==> config.mk <==
export PLATFORM = sky130hd
export DESIGN_NAME = lpht_ram
export DESIGN_NICKNAME = d
export VERILOG_FILES = /design/src/sv/linear_probe_hash_table_macros.svh /design/src/sv/lpht_ram.sv
export SDC_FILE = /design/constraint.sdc
export NUM_CORES = 1
export LEC_CHECK = 0
export ABC_AREA = 1
export BUFFER_PORTS_ARGS = -buffer_cell sky130_fd_sc_hd__buf_2
export CORE_MARGIN = 1
export CORE_UTILIZATION = 35
export CTS_BUF_LIST = sky130_fd_sc_hd__clkbuf_8
export DETAILED_ROUTE_END_ITERATION = 8
export SLEW_MARGIN = 5
export SYNTH_ARGS = -nofsm -noshare
export SYNTH_HDL_FRONTEND = slang
export SYNTH_SLANG_ARGS = --single-unit
==> constraint.sdc <==
create_clock -name clk -period 2.6 [get_ports clk]
set_input_delay 0.52 -clock clk [delete_from_list [all_inputs] [get_ports clk]]
set_output_delay 0.52 -clock clk [all_outputs]
set_load 0.05 [all_outputs]
==> src/sv/linear_probe_hash_table_macros.svh <==
// Assertion macros for the linear probing hash table.
// Taken in by the top level with `include; needs nothing else.
`ifndef LINEAR_PROBE_HASH_TABLE_MACROS_SVH
`define LINEAR_PROBE_HASH_TABLE_MACROS_SVH

// Same-cycle implication, disabled during reset
`define LPHT_ASSERT_NOW(label, clk, rst, cond, check) \
  label: assert property (@(posedge clk) disable iff (rst) (cond) |-> (check)) \
    else $error("lpht same-cycle check failed");

// Next-cycle implication, disabled during reset
`define LPHT_ASSERT_NEXT(label, clk, rst, cond, check) \
  label: assert property (@(posedge clk) disable iff (rst) (cond) |=> (check)) \
    else $error("lpht next-cycle check failed");

`endif

==> src/sv/lpht_ram.sv <==
// Generic single-write, single-read RAM with registered read data.
// Standalone; no package needed.
`default_nettype none

module lpht_ram #(
  parameter int WIDTH = 8,
  parameter int DEPTH = 16
) (
  input  wire logic                     clk,
  input  wire logic                     we,
  input  wire logic [$clog2(DEPTH)-1:0] waddr,
  input  wire logic [WIDTH-1:0]         wdata,
  input  wire logic [$clog2(DEPTH)-1:0] raddr,
  output logic      [WIDTH-1:0]         rdata
);

  logic [WIDTH-1:0] mem [DEPTH];

  // write port and registered read port
  always_ff @(posedge clk) begin
    if (we) begin
      mem[waddr] <= wdata;
    end
    rdata <= mem[raddr];
  end

endmodule

`default_nettype wire

# Word-level counts from Yosys, hierarchy flattened
# Memory sizes are Yosys's and may differ from the RTL's. A register that Yosys moved wholly into a read port is not among the register bits.
# Cells that the tools add are included.
[totals]
ff_bits = 0
mem_bits_rw = 128
input_bits = 18
output_inout_bits = 8
elab_cells = 3
memories = 1
[op_classes]
n_mux = 2
[memory_table]
columns = ["memory", "depth", "width", "read_ports", "rd_clocked_by_memory_dff", "wr", "line_no", "text"]
rows = [
  ["mem", 16, 8, 1, 1, 1, "lpht_ram.sv:17", "logic [WIDTH-1:0] mem [DEPTH];"],
]
[op_table]
columns = ["cell", "n"]
rows = [
  ["$mux W1", 2],
]

# Logic depth before layout (Yosys ltp)
# Gate-level depths: netlist of run 1.
[logic_depth]
ltp_word = 2
ltp_mapped = 8
ltp_nobuf = 7

# Least setup slack after synthesis of run 1
# OpenSTA, ideal clock, no wires.
[synth_path]
path_type = "input port to flip-flop"
startpoint = "input port waddr[2]"
endpoint = "memory mem[10][0], enable pin"
setup_ps = 370
arrival_ps = 1101
t_required_ps = 2230
path_slack_ps = 1129
cell_stages = 2
n_path_buf = 0
cell_sequence = "nand3b_1 nor2_1"
[synth_lines]
columns = ["item", "line_no", "text"]
rows = [
  ["start: declaration", "lpht_ram.sv:11", "input wire logic [$clog2(DEPTH)-1:0] waddr,"],
  ["end: declaration", "lpht_ram.sv:17", ""],
]
# Straight into the memory's write port.

# Final worst setup path of run 1
[layout_path]
startpoint = "register rdata[7] (read register of mem)"
endpoint = "output port rdata[7]"
[layout_lines]
columns = ["item", "line_no", "text"]
rows = [
  ["start: declaration", "lpht_ram.sv:14", "output logic [WIDTH-1:0] rdata"],
]
# No word-level cell between the ends.

==> results of run 1 <==
[per-stage QoR]
step	util (%)	worst slack (ps)	cell area (sq um)
after floorplan	-	1130	5770
after global routing	40.1	935	6410
final	40.1	971	6410
after global placement	37.7	617	6040
after CTS	40.1	939	6410
after detailed placement	37.7	594	6040
[layer usage]
layer	vias to the layer above	track usage [%]	share of wire [%]
met3	24	3.24	4.5
li1	1815	-	-
met4	0	8.25	2.7
met1	1796	21.9	44
met5	-	0	0
met2	98	28.5	49
[cell type report]
cell class              count  area (sq um)
clock buffers              17           234
clock inverters            13           140
fillers                  1601          9590
inverters                 102           383
multi-input cells         289          1210
flip-flops and latches    136          4000
well taps                 216           270
repair buffers             29           168
[tightest hold or removal path: stages]
cell	delay, ps
buf_2	170
nand3_1	110
nand2_1	40
[final timing paths]
check,from,end,slack (ps)
worst max-delay path,rdata[7]$_DFF_P_,rdata[7],970
worst min-delay path,raddr[3],rdata[6]$_DFF_P_,440
worst max register to register,mem[15][7]$_DFFE_PP_,rdata[7]$_DFF_P_,1560
worst min register to register,mem[10][6]$_DFFE_PP_,rdata[6]$_DFF_P_,690
[power breakdown]
| part | switching [uW] | internal (uW) |
|---|---|---|
| Clock | 772 | 914 |
| Combinational | 258 | 81.2 |
| Sequential | 16.4 | 2450 |
[flip-flops by register name, summed over array words and instances, names as in the netlist]
name	cells
mem	128
rdata	8
[logic make-up (layout without fill, tap and decap cells)]
family,Yosys count,in the layout,share of synthesized area [%]
flops,136,136,69.4
buf+inv,126,161,9.52
simple gates,289,289,21.0
[cell usage after synthesis]
master	count	share of area, %
nand3_1	97	8.4
dfxtp_1	8	2.8
buf_2	13	1.1
nand2_1	173	11
nand3b_1	2	0.26
buf_4	4	0.52
buf_1	1	0.065
nor2_1	17	1.1
edfxtp_1	128	67
inv_1	100	6.5
buf_6	6	1.2
inv_2	2	0.13
[placed cells by master (no fill, tap or decap), drive strengths merged]
master / netlist / layout
dfxtp: 8 / 8
buf: 24 / 29
clkinv: 0 / 6
nor2: 17 / 17
edfxtp: 128 / 128
clkbuf: 0 / 17
nand2: 173 / 173
inv: 102 / 104
nand3b: 2 / 2
nand3: 97 / 97
bufinv: 0 / 3
clkinvlp: 0 / 2
==> results.md, run 1 <==
- Outcome: completed
- Final setup fails: 0
- Die height: around 130 um
- Drt wl/cell: around 16 um
- Pwr per Cell Area: around 700 nW/um^2
- Vias in the first global route: roughly 3.8k
- Slew at the pin closest to its max-slew limit: approximately 880 ps
- Syn_area_per_cell: 10.5 sq um
- Seq/Total Area, Yosys: approximately 69%
- P&R area growth vs syn: 11.2%
- Synthesized instance count: 551
- Ports: 26
- Mapped Area: roughly 5800 sq um
- # resized after CTS: 0
- Root buf cell: clkbuf_8
- Syn nets: approximately 570
- Req. time, crit path: approximately 2100 ps
- Leakage power figure: approximately 0.0027 uW
- Final hold slack: between 400 and 500 ps
- CP arrival: 1110 ps
- Grt ovf: 0
- Antenna Cells: 0
- Yosys warns: 0
- Die ar.: approximately 17,000 sq um
- Post-Layout Cell Count: around 800
- DRT Pass-1 Iters: 4
- Post-CTS Hold Buffers: 0
- CP Depth: 1
- Fraction of layout cells with a size suffix above 1: roughly a tenth
- TNS Setup: 0 ps
- CP delay by family, top: flip-flops
- Synthesized flop and latch total: 136
- Skew final: between 10 and 15 ps
- Final Max Tran Viols: 0
- Max-cap viol count: 0
- Initial Util: a little over a third
- Hold path depth: 3
- Class of the most critical setup path: reg2out
- Fmax: 614 MHz
- RD Place Congestion: roughly 0.8
- H-tree Lvls: 4
- Core area: about 16,000 sq um
- Fin. Hold Viols: 0
- Final Cycle Share: 62.6%
- Max_slew headroom: 40.8%
- CTS Buf Count: 17
- Cells along the critical path: buf_2
- Reg2reg path depth: 6
- Die width: about 130 um
- First DRT Iteration DRCs: roughly 190
- CTS Buffer Depth: 2
- Initial antenna violation count: 0
- Gr usage total: between 10% and 20%
- Final Critical Period: 1630 ps
- First-pass GRT wire length: around 21,000 um
- Crit end category: output port
- Crit path launch type: flop
- Vias: about 3.7k
- Vias per inst: roughly 4.7
- Placed insts: between 700 and 800
- Clock latency on the worst-skew pair: around 440 ps
- Total power draw: ~4500 uW
- # port buffers: 25
- Distinct cell type count of the synthesized netlist: 12
- Rows: 46
- DRC: 0
- CP max-delay cell: dfxtp_1
- Routed Antenna Nets: 0
- RSZ-0062 raised after global routing: no
- DRT Wirelength: approximately 13,000 um
- WP buf/inv: 1
- TritonCTS Sinks: between 100 and 150
- Largest stage delay, worst path: 380 ps
- # Post-CTS Setup Buffers: 0
- Worst Path Max Fanout: 1
- Largest net degree at the start of global routing: 65
- Post-layout net count: 593
- DP HPWL: around 8400 um
- HP Class: in2reg
- Reg clk slew, reported paths: about 80 ps
- Max rail drop VDD: approximately 0.32 mV
- CTS tree: built
Note: power is estimated with default switching activity, not from simulation.
==> inputs of run 2 (changes only) <==
==> constraint.sdc (replaced) <==
create_clock -name clk -period 1.43 [get_ports clk]
set_input_delay 0.286 -clock clk [delete_from_list [all_inputs] [get_ports clk]]
set_output_delay 0.286 -clock clk [all_outputs]
set_load 0.05 [all_outputs]
==> run 2 against run 1 <==
  * Largest cell class unchanged
  * Sequential cell count unchanged
  * Via count increased by 2.9%
  * Cell area rose by 3.4%
  * Critical path depth unchanged
  * First-iteration DRC count grew 130%
==> results.md, run 2 (same netlist as run 1, synthesis figures left out) <==
- Pwr per Cell Area: 1230 nW/um^2 (+76%)
- Largest net degree at the start of global routing: 65 (unchanged)
- Max rail drop VDD: 0.596 mV (+85%)
- Final worst slack: 49.9 ps (-922 ps)
- Post-CTS Hold Buffers: 0 (unchanged)
- Class of the most critical setup path: reg2out
- Die width: 130 um (unchanged)
- H-tree Lvls: 4 (unchanged)
- Cells along the critical path: buf_2
- Leakage power figure: 0.00288 uW (+5.2%)
- Core area: 16,000 sq um (unchanged)
- Commonest non-fill, non-tap cells in the layout: nand2_1, edfxtp_1, inv_1
- Ports: 26 (unchanged)
- # resized after CTS: 1 (+1)
- Internal: 6300 uW (+83%)
- Crit end category: output port
- Slew at the pin closest to its max-slew limit: 409 ps (-475 ps)
- # Post-CTS Setup Buffers: 0 (unchanged)
- Rows: 46 (unchanged)
- Post-Layout Cell Count: 827 (+3.1%)
- Number of flip-flops in the largest register: 128 (unchanged)
- DRT Pass-1 Iters: 5 (+1)
- DP Worst Slack: 59.8 ps (-534 ps)
- Clk network pwr share: 37.1% (-0.5 points)
- Vias: 3,842 (+2.9%)
- Vias per inst: 4.65 (-0.19%)
- Final setup fails: 0 (unchanged)
- Drt wl/cell: 15.8 um (-3.8%)
- Die ar.: 17,000 sq um (unchanged)
- CP delay by family, top: flip-flops
- Root buf cell: clkbuf_8
- WP buf/inv: 1 (unchanged)
- Clock latency on the worst-skew pair: 440 ps (about the same)
- Reg clk slew, reported paths: 70 ps (about the same)
- Vias in the first global route: 3,799 (+0.56%)
- Regs by FF count: mem x128, rdata x8
- Req. time, crit path: 1140 ps (-940 ps)
- Grt ovf: 0 (unchanged)
- Commonest non-fill, non-tap cell in the layout: nand2_1
- Net Sw Power: 1870 uW (+79%)
- Crit path launch type: flop
- Final Critical Period: about 1400 ps
- Final Max Tran Viols: 0 (unchanged)
- First DRT Iteration DRCs: 437 (+130%)
- TritonCTS Sinks: 136 (unchanged)
- Total power draw: 8170 uW (+82%)
- Worst Path Max Fanout: 1 (unchanged)
- Outcome: completed
- Fraction of layout cells with a size suffix above 1: 12.9% (+3.2 points)
- CP max-delay cell: dfxtp_1
- Logic pwr share: 8.0% (+0.4 points)
- Die height: 130 um (unchanged)
- HP Class: in2reg
- CTS tree: built
- Largest Register: mem
- CP arrival: 1090 ps (-20 ps)
- Largest stage delay, worst path: 370 ps (about the same)
- Max-cap viol count: 0 (unchanged)
- Gr usage total: 17.1% (-0.17 points)
- Sw frac: 22.9% (-0.40 points)
- DRC: 0 (unchanged)
- CTS Buf Count: 17 (unchanged)
- Placed insts: 795 (+3.0%)
- Fill count: 1,607 (+0.37%)
- Max_slew headroom: 72.7% (+32 points)
- Skew final: 9.94 ps (-2.19 ps)
- DRT Wirelength: 13,100 um (-0.84%)
- TNS Setup: 0 ps (unchanged)
- P&R area growth vs syn: 14.9%
- RSZ-0062 raised after global routing: no
- Fin. Hold Viols: 0 (unchanged)
- RD Place Congestion: 0.803 (+0.31%)
- Reg area: 4000 sq um (unchanged)
- Final Cycle Share: a little over nine tenths
- Post-layout net count: 616 (+3.9%)
- Sequential power share: 54.9% (about the same)
- Antenna Cells: 0 (unchanged)
- Area of the multi-input gates: 1210 sq um (unchanged)
- First-pass GRT wire length: 20,700 um (-1.7%)
- DP HPWL: 8390 um (+0.26%)
- Initial antenna violation count: 0 (unchanged)
- Initial Util: 36.0% (unchanged)
- Fmax: between 700 and 800 MHz
- Final hold slack: 261 ps (-183 ps)
- Routed Antenna Nets: 0 (unchanged)
- # port buffers: 25 (unchanged)
- CTS Buffer Depth: 2 (unchanged)
-- run 2: power groups by stage --
stage	combinational [uW]	clock, uW	sequential [uW]
3_3_place_gp	652	0	4570
3_5_place_dp	660	0	4570
5_1_grt	723	3250	4490
6_report	657	3030	4480
4_1_cts	664	3080	4490
2_1_floorplan	314	0	4650
-- run 2: cell type report --
cell class / count / area share [%]
clock buffer: 17 / 3.53
clock inverter: 15 / 2.17
inverter: 102 / 5.78
multi-input combinational: 289 / 18.3
sequential: 136 / 60.4
tap: 216 / 4.08
timing repair buffer: 52 / 5.74
-- run 2: worst paths after layout --
path	startpoint	endpoint	slack, ps	cells past startpoint
hold / removal	wdata[5]	mem[1][5]$_DFFE_PP_	260	1
hold reg to reg	mem[12][5]$_DFFE_PP_	rdata[5]$_DFF_P_	670	6
setup / recovery	rdata[6]$_DFF_P_	rdata[6]	50	1
setup reg to reg	mem[1][7]$_DFFE_PP_	rdata[7]$_DFF_P_	400	6
-- run 2: through the flow --
step                      area, sq um  util [%]
after floorplan                  5770         -
after global routing             6630      41.4
final                            6630      41.4
after detailed placement         6250      39.1
after global placement           6250      39.1
after CTS                        6630      41.4
-- run 2: metal layers --
layer | vias to the layer above | wire (um) | track usage (%)
met5 | - | 0 | 0
met4 | 0 | 344 | 8.05
met3 | 23 | 668 | 3.65
met2 | 120 | 6530 | 28.7
met1 | 1835 | 5550 | 21.1
li1 | 1864 | - | -
